File: config.mk
export PLATFORM = sky130hd
export DESIGN_NAME = prime_sum_trial_division
export DESIGN_NICKNAME = d
export VERILOG_FILES = /design/src/hw/rtl/pstd_pkg.sv /design/src/hw/rtl/prime_sum_trial_division.sv
export SDC_FILE = /design/constraint.sdc
export NUM_CORES = 1
export LEC_CHECK = 0
export BUFFER_PORTS_ARGS = -buffer_cell sky130_fd_sc_hd__buf_2
export CAP_MARGIN = 20
export CELL_PAD_IN_SITES_DETAIL_PLACEMENT = 1
export CELL_PAD_IN_SITES_GLOBAL_PLACEMENT = 2
export CORE_ASPECT_RATIO = 1.75
export CORE_UTILIZATION = 44
export DETAILED_ROUTE_END_ITERATION = 12
export PLACE_DENSITY_LB_ADDON = 0.1
export SYNTH_ARGS = -nofsm -noshare
export SYNTH_HDL_FRONTEND = slang
export SYNTH_SLANG_ARGS = --single-unit
File: constraint.sdc
create_clock -name clk -period 8.4 [get_ports clk]
set_input_delay 0.42 -clock clk [delete_from_list [all_inputs] [get_ports clk]]
set_output_delay 0.42 -clock clk [all_outputs]
set_load 0.01 [all_outputs]
File: src/hw/rtl/pstd_pkg.sv
// Package for the prime sum block: widths, sequencer states and the saturating add.
// Used by prime_sum_trial_division and its checker; depends on nothing else.
package pstd_pkg;

	localparam int VAL_W = 32;
	localparam int MAG_W = VAL_W - 1;
	localparam int SUM_W = 48;
	localparam int DIV_W = 17;
	localparam int SQ_W = 2 * DIV_W;
	localparam int CNT_W = $clog2(MAG_W);

	typedef enum logic [1:0] {
		ST_IDLE,
		ST_CHECK,
		ST_DIV,
		ST_FINISH
	} state_t;

	function automatic logic [SUM_W-1:0] sat_add(input logic [SUM_W-1:0] a,
			input logic [MAG_W-1:0] b);
		logic [SUM_W:0] t;
		t = {1'b0, a} + {{(SUM_W + 1 - MAG_W){1'b0}}, b};
		sat_add = t[SUM_W] ? {SUM_W{1'b1}} : t[SUM_W-1:0];
	endfunction

endpackage

File: src/hw/rtl/prime_sum_trial_division.sv
// Prime sum by trial division, with one bit-serial remainder unit shared by all divisors.
// Trial divisors run from 2 upward, at most 46339 of them, until one divides the value or its square exceeds it.
// Each divisor costs one bound check plus 31 restoring-division steps of the remainder unit.
// One item is in work at a time; a new transfer is taken only once the last result has been loaded.
// Reset (arst_n low) clears the sequencer, the output valid and the running total at once.
module prime_sum_trial_division (
	input  logic                      clk,
	input  logic                      arst_n,
	input  logic                      in_valid,
	output logic                      in_stall,
	input  logic signed [pstd_pkg::VAL_W-1:0] value,
	input  logic                      last,
	output logic                      out_valid,
	input  logic                      out_stall,
	output logic                      value_is_prime,
	output logic [pstd_pkg::SUM_W-1:0] running_sum,
	output logic                      end_of_list
);
	import pstd_pkg::*;

	state_t state_q, state_next;

	logic [MAG_W-1:0] n_q;
	logic             last_q;
	logic             prime_q;
	logic [DIV_W-1:0] d_q;
	logic [SQ_W-1:0]  sq_q;
	logic [DIV_W-1:0] rem_q;
	logic [CNT_W-1:0] cnt_q;
	logic [SUM_W-1:0] total_q;

	logic             out_valid_q;
	logic             prime_out_q;
	logic [SUM_W-1:0] sum_out_q;
	logic             eol_out_q;

	logic             trivial;
	logic             above_bound;
	logic [DIV_W:0]   shifted;
	logic [DIV_W:0]   d_ext;
	logic             ge;
	logic [DIV_W-1:0] rem_next;
	logic             load_out;
	logic [SUM_W-1:0] sum_next;

	assign trivial = value[VAL_W-1] || (value[MAG_W-1:0] <= MAG_W'(1));
	assign above_bound = sq_q > {{(SQ_W - MAG_W){1'b0}}, n_q};
	assign shifted = {rem_q, n_q[cnt_q]};
	assign d_ext = {1'b0, d_q};
	assign ge = shifted >= d_ext;
	assign rem_next = ge ? DIV_W'(shifted - d_ext) : shifted[DIV_W-1:0];
	assign sum_next = prime_q ? sat_add(total_q, n_q) : total_q;

	always_comb begin
		in_stall = (state_q != ST_IDLE);
		load_out = (state_q == ST_FINISH) && (!out_valid_q || !out_stall);
	end

	always_comb begin
		state_next = state_q;
		case (state_q)
			ST_IDLE: begin
				if (in_valid) begin
					state_next = trivial ? ST_FINISH : ST_CHECK;
				end
			end
			ST_CHECK: begin
				state_next = above_bound ? ST_FINISH : ST_DIV;
			end
			ST_DIV: begin
				if (cnt_q == CNT_W'(0)) begin
					state_next = (rem_next == DIV_W'(0)) ? ST_FINISH : ST_CHECK;
				end
			end
			ST_FINISH: begin
				if (load_out) begin
					state_next = ST_IDLE;
				end
			end
			default: begin
				state_next = ST_IDLE;
			end
		endcase
	end

	always_ff @(posedge clk or negedge arst_n) begin
		if (!arst_n) begin
			state_q <= ST_IDLE;
			out_valid_q <= 1'b0;
			total_q <= '0;
		end else begin
			state_q <= state_next;
			if (load_out) begin
				out_valid_q <= 1'b1;
				total_q <= last_q ? '0 : sum_next;
			end else if (!out_stall) begin
				out_valid_q <= 1'b0;
			end
		end
	end

	always_ff @(posedge clk) begin
		case (state_q)
			ST_IDLE: begin
				if (in_valid) begin
					n_q <= value[MAG_W-1:0];
					last_q <= last;
					prime_q <= !trivial;
					d_q <= DIV_W'(2);
					sq_q <= SQ_W'(4);
				end
			end
			ST_CHECK: begin
				rem_q <= '0;
				cnt_q <= CNT_W'(MAG_W - 1);
			end
			ST_DIV: begin
				rem_q <= rem_next;
				cnt_q <= cnt_q - CNT_W'(1);
				if (cnt_q == CNT_W'(0)) begin
					if (rem_next == DIV_W'(0)) begin
						prime_q <= 1'b0;
					end else begin
						d_q <= d_q + DIV_W'(1);
						sq_q <= sq_q + {{(SQ_W - DIV_W - 1){1'b0}}, d_q, 1'b1};
					end
				end
			end
			ST_FINISH: begin
				if (load_out) begin
					prime_out_q <= prime_q;
					sum_out_q <= sum_next;
					eol_out_q <= last_q;
				end
			end
			default: begin
			end
		endcase
	end

	assign out_valid = out_valid_q;
	assign value_is_prime = prime_out_q;
	assign running_sum = sum_out_q;
	assign end_of_list = eol_out_q;

endmodule

# Yosys cells after proc, flatten, opt, wreduce, memory -nomap -nowiden
# Index checks and enable logic that the tools add are counted.
# op_classes
addsub	5
mul	0
div_mod_pow	0
n_lt_le_gt_ge	4
n_eq_ne	9
shifts	0
mux	29
bitwise	0
n_reduce_logical	17
# op_table
op	n
$mux 48	3
$mux 34	3
$mux 17	4
$pmux 17 s2	2
$pmux 34 s2	1
$add 48x31->49	1
$add 34x18->34	1
$gt 34x31->1	1
$le 31x1->1 const B	1
$ge 18x17->1	1
$add 17x1->17 const B	1
$logic_not 17->1	1
$sub 17x17->17	1
$mux 2	5
$ne 2x2->1 const B	5
$pmux 5 s2	1
$pmux 2 s4	1
$reduce_and 4->1	2
$mux 1	7
$lt 5x6->1 const B	1
$reduce_bool 2->1	3
$bmux 1 s5	1
$logic_not 5->1	1
$sub 5x1->5 const B	1
other kinds (10)	15
# word_totals
regBits	207
latchBits	0
ramBits	0
mem_bits_ro	0
input_bits	37
out_inout_bits	52
wordCells	77
mem_count	0

# Logic depth before layout (Yosys ltp)
# depth
depth_word	8
ltp_mapped	21
mapped_depth_nobuf	20

# Worst setup path before layout
# Ideal clock, no wire load.
# synth_timing
path_kind	flip-flop to flip-flop
from	reg cnt_q[0]
to	reg d_q[0] (enable)
setup_ps	489
arrival_ps	5020
required_time_ps	7911
setup_slack_ps	2891
path_stages_with_launch	21
n_path_buf	1
path_cell_list	edfxtp_1 > buf_1 > mux4_2 > o21ai_0 > nand2_1 > o211ai_1 > o21ai_0 > inv_1 > ha_1 > inv_1 > fa_1 > a21o_1 > nor2b_4 > o31a_1 > nor2_2 > xnor2_1 > or4_1 > or4_1 > o31ai_1 > o21ai_1 > o211a_1
# synth_between
elab_chain_cells	7
# synth_rtl
element	line_no	rtl
start, declared	prime_sum_trial_division.sv:29	logic [CNT_W-1:0] cnt_q;
start signal, assigned	prime_sum_trial_division.sv:115	cnt_q <= CNT_W'(MAG_W - 1);
start signal, assigned	prime_sum_trial_division.sv:119	cnt_q <= cnt_q - CNT_W'(1);
$bmux 1 s5	prime_sum_trial_division.sv:48	assign shifted = {rem_q, n_q[cnt_q]};
$mux 1 (implied by the code)	prime_sum_trial_division.sv:48	
$sub 17x17->17 or $ge 18x17->1 (tied branches)	prime_sum_trial_division.sv:51, prime_sum_trial_division.sv:50	
$mux 17	prime_sum_trial_division.sv:51	assign rem_next = ge ? DIV_W'(shifted - d_ext) : shifted[DIV_W-1:0];
$logic_not 17->1	prime_sum_trial_division.sv:121	if (rem_next == DIV_W'(0)) begin
$ne 2x2->1 (no line)	--	
$reduce_and 4->1 (no line) (*)	--	
end signal, assigned	prime_sum_trial_division.sv:124	d_q <= d_q + DIV_W'(1);
end, declared	prime_sum_trial_division.sv:26	logic [DIV_W-1:0] d_q;
# Mark *: on every way between the ends. The rest lies on a longest branch, timed or not. The select of a mux whose other input is x is not followed.
# A chain may end at the register's enable or synchronous reset.

# Worst setup path after layout
# layout_timing
from	reg cnt_q[0]
to	reg sq_q[31] (enable)
# layout_between
elab_chain_cells	7
# layout_rtl
element	line_no	rtl
$bmux 1 s5	prime_sum_trial_division.sv:48	
$mux 1 (implied by the code)	prime_sum_trial_division.sv:48	
$sub 17x17->17 or $ge 18x17->1 (tied branches)	prime_sum_trial_division.sv:51, prime_sum_trial_division.sv:50	
$mux 17	prime_sum_trial_division.sv:51	
$logic_not 17->1	prime_sum_trial_division.sv:121	
$ne 2x2->1 (no line)	--	
$reduce_and 4->1 (no line) (*)	--	
end signal, assigned	prime_sum_trial_division.sv:125	sq_q <= sq_q + {{(SQ_W - DIV_W - 1){1'b0}}, d_q, 1'b1};
end, declared	prime_sum_trial_division.sv:27	logic [SQ_W-1:0] sq_q;
# Marked as above.

==> key figures <==
Run status
  – Result of the run: complete, no violations

Route
  – Post-Route WL: 40400 µm
  – Antenna violation net count after detailed routing: 0
  – Length of routed wiring on met1: 14300 µm
  – Via count: 10562
  – Number of iterations in the first detailed-routing pass: 4
  – Detail Route met3 WL: 895 µm
  – Post-detailed-route via-to-cell ratio: 5.88
  – Drt drc: 0
  – Top Layer Used: met4
  – Average wire per cell in the routed design: 22.5 µm
  – Length of routed met2 wiring: 23100 µm
  – DRC marker count from the first detailed-route iteration: 404

Clocking
  – Clock network latency to the later pin of the worst-skew pair: 0.52 ns
  – Master cell of the clock root buffer: clkbuf_16
  – Clock H-tree levels: 1
  – Post-CTS sizing: 0
  – CTS Buffer Depth: 3
  – TritonCTS sink count: 207
  – Number of setup buffers added after CTS: 0
  – Number of hold buffers added after cts: 0
  – TritonCTS Buffers: 22
  – TritonCTS clock tree: done
  – Clock edge transition at the registers on the reported setup and hold paths: 0.06 ns

Synthesis
  – Total of warnings raised by yosys: 0
  – Synth Area per Inst: 10.2 µm²
  – Number of standard cells after synthesis: 1321
  – Distinct cell type count after synthesis: 71
  – Top flip-flop cell by instance count after synthesis: edfxtp_1
  – Post-synth net total: 1463
  – Synthesized area: 0.0134 mm²
  – Post-synth EDFFs: 156
  – Share of synthesized area occupied by flip-flops and latches: 44.4%
  – Count of state elements after synthesis: 207
  – Synth async-reset ratio: 24.6%
  – Synth top area share: 34.9%
  – Post-synthesis cell type with the largest combined area: edfxtp_1
  – Top cells by area in the synthesized netlist: edfxtp_1 (35%), dfrtp_1 (9.5%), ha_1 (9.5%), xnor2_1 (5.0%), nand2_1 (3.0%)

Placement
  – Area of placed instances: 0.0142 mm²
  – Routability congestion estimate from global placement: 0.851
  – HPWL after detailed placement: 31800 µm
  – Count of buffers from port buffering: 88
  – Post-placement worst setup slack: 2.01 ns

Worst setup path
  – Required time of the critical path: 8.59 ns
  – Setup slack of the most critical reg-to-reg path: 2.11 ns
  – FF-to-FF Start: cnt_q[0]
  – Max stage delay on crit path: 0.73 ns
  – Cells along the critical path: mux4_2, o21ai_0, nand2_1, o211ai_1, o21ai_0, buf_4, inv_1, ha_1, inv_1, fa_1, a21o_1, nor2b_4, o31a_1, o31ai_1, and2_1, or4_1, o31ai_1, o21ai_1, o211a_2, buf_4
  – First element of the critical path: cnt_q[0]
  – Depth of the worst register-to-register path: 20
  – Kind of critical path: register to register
  – Arrival time of the worst setup path: 6.48 ns
  – Master of the slowest instance on the critical path: edfxtp_1
  – Crit path capture type: register
  – Worst-path maximum fanout: 26
  – Reg-to-Reg End: sq_q[31]
  – CP Launch Type: register

STA
  – Setup repair after global routing missed its margin: no
  – Highest Clock Rate: 0.159 GHz
  – Largest clock skew in the final design: 0.0103 ns
  – Worst path setup slack after routing: 2.11 ns
  – Final worst path period share: 74.9%
  – Summed negative setup slack over all endpoints: 0 ns
  – Worst slew slack as a fraction of its limit: 25.2%
  – Worst-Margin Slew: 1.12 ns
  – Hold violation total from the final report: 0
  – Period minus WS final: 6.29 ns
  – Final-report max-slew violation count: 0
  – Final setup violation count: 0

Power and ir drop
  – Power per cell area: 432 mW/mm²
  – Maximum resistive drop on vdd: 0.238 mV
  – Lkg Pwr: 6.45 nW
  – Design Power: 0.00647 W

Die
  – Die outline height: 233 µm
  – Core Area: 0.0301 mm²
  – Die area: 0.0312 mm²
  – Number of placement rows: 84
  – Initial Utilization: 44.7%
  – DIE WIDTH: 134 µm
  – Number of ports placed on the die boundary: 89

Global route
  – Wire length of the first global-routing pass: 62400 µm
  – Overall global routing resource usage: 26.2%
  – Vias in the first global route: 11287
  – Congestion Overflow GR: 0
  – Pin count of the biggest net entering global routing: 79
  – Antenna violations before repair: 0

Layout
  – Post-route cell area: 0.0150 mm²
  – Synth-to-layout area growth: 11.5%
  – Antenna diode instance count: 0
  – Final net count: 1537
  – Fraction of final layout cells sized beyond drive strength 1: 11.7%
  – Final standard cell utilization of the core: 49.8%
  – Filler Cell Count: 3400

Worst hold path
  – Kind of path behind the tightest hold check: primary input to asynchronous set/reset pin

Flow run
  – Max-capacitance violation count: 0
[per-layer routing]
metal / up-vias / GRT usage, %
met5: - / 0
met3: 90 / 2.17
li1: 5045 / -
met2: 181 / 53.5
met4: 0 / 13.4
met1: 5246 / 25.5
[layout by cell type, fill, tap and decap left out, types with 19 or more instances in the layout]
cell type,n
dfrtp_1,51
nor2b_1,26
nor3_1,27
a22o_1,19
xnor2_1,77
nor2_1,75
nand4_1,25
clkbuf_16,24
nand2_1,108
a31oi_1,19
inv_1,80
and2_1,48
ha_1,101
nand3_1,41
o21ai_0,43
and3_1,25
a21oi_1,79
buf_2,88
a21o_1,50
edfxtp_1,156
[sequential cells by signal, summed over array words and instances, names as in the netlist, 2 cells and up]
register,cells
n_q,31
rem_q,17
d_q,17
sq_q,34
running_sum,48
state_q,2
cnt_q,5
total_q,48
[where the power goes]
group / switching [W] / internal [W]
clock: 0.000423 / 0.000566
combinational: 0.00216 / 0.00135
sequential: 0.000327 / 0.00164
[cell families after synthesis]
logic type	count (synthesis)	share of synthesized area, %
and+or+nand+nor	433	16.7
muxes	16	1.85
xor gates and xnor gates	92	6.00
DFF	207	44.4
AOI/OAI and AO/OA	338	17.5
buffers and inverters	130	3.68
adders and majority gates	105	9.95
[Yosys cell counts, types with 41 or more instances]
cell,count
inv_1,81
a21o_1,50
edfxtp_1,156
nand3_1,41
clkbuf_1,44
a21oi_1,79
xnor2_1,77
nor2_1,76
o21ai_0,43
dfrtp_1,51
and2_1,48
ha_1,102
nand2_1,108
[area by class of cell]
| cell class | instances | area [µm²] | area share, % |
|---|---|---|---|
| Clock inverter | 5 | 32.5 | 0.217 |
| Timing Repair Buffer | 99 | 523 | 3.49 |
| Tap cell | 387 | 484 | 3.23 |
| Multi-Input combinational cell | 984 | 6980 | 46.6 |
| Clock buffer | 34 | 688 | 4.60 |
| Sequential cell | 207 | 5960 | 39.8 |
| Inverter | 81 | 304 | 2.03 |
[metrics by stage]
step	hold WS [ns]	instances
floorplan	0.124	1321
global placement	0.528	1758
detailed placement	0.524	1758
CTS	0.0684	1797
global route	0.0760	1797
finish	0.0425	1797
[how the worst max path moves through the flow]
stage / to / cells after the start
floorplan: d_q[0] / 20
global placement: sq_q[27] / 20
detailed placement: sq_q[27] / 20
CTS: sq_q[16] / 20
global route: sq_q[16] / 21
finish: sq_q[31] / 20
[critical path, delay by kind of cell, from the launching register on]
family	cells	cell delay (ns)
flip-flops	1	0.73
buffers and inverters	4	0.73
AO/OA/AOI/OAI	9	2.28
AND/OR/NAND/NOR	4	1.08
multiplexers	1	0.58
adder cells (fa/ha/maj)	2	0.54
No activity file was read; power rests on OpenSTA's default activity.
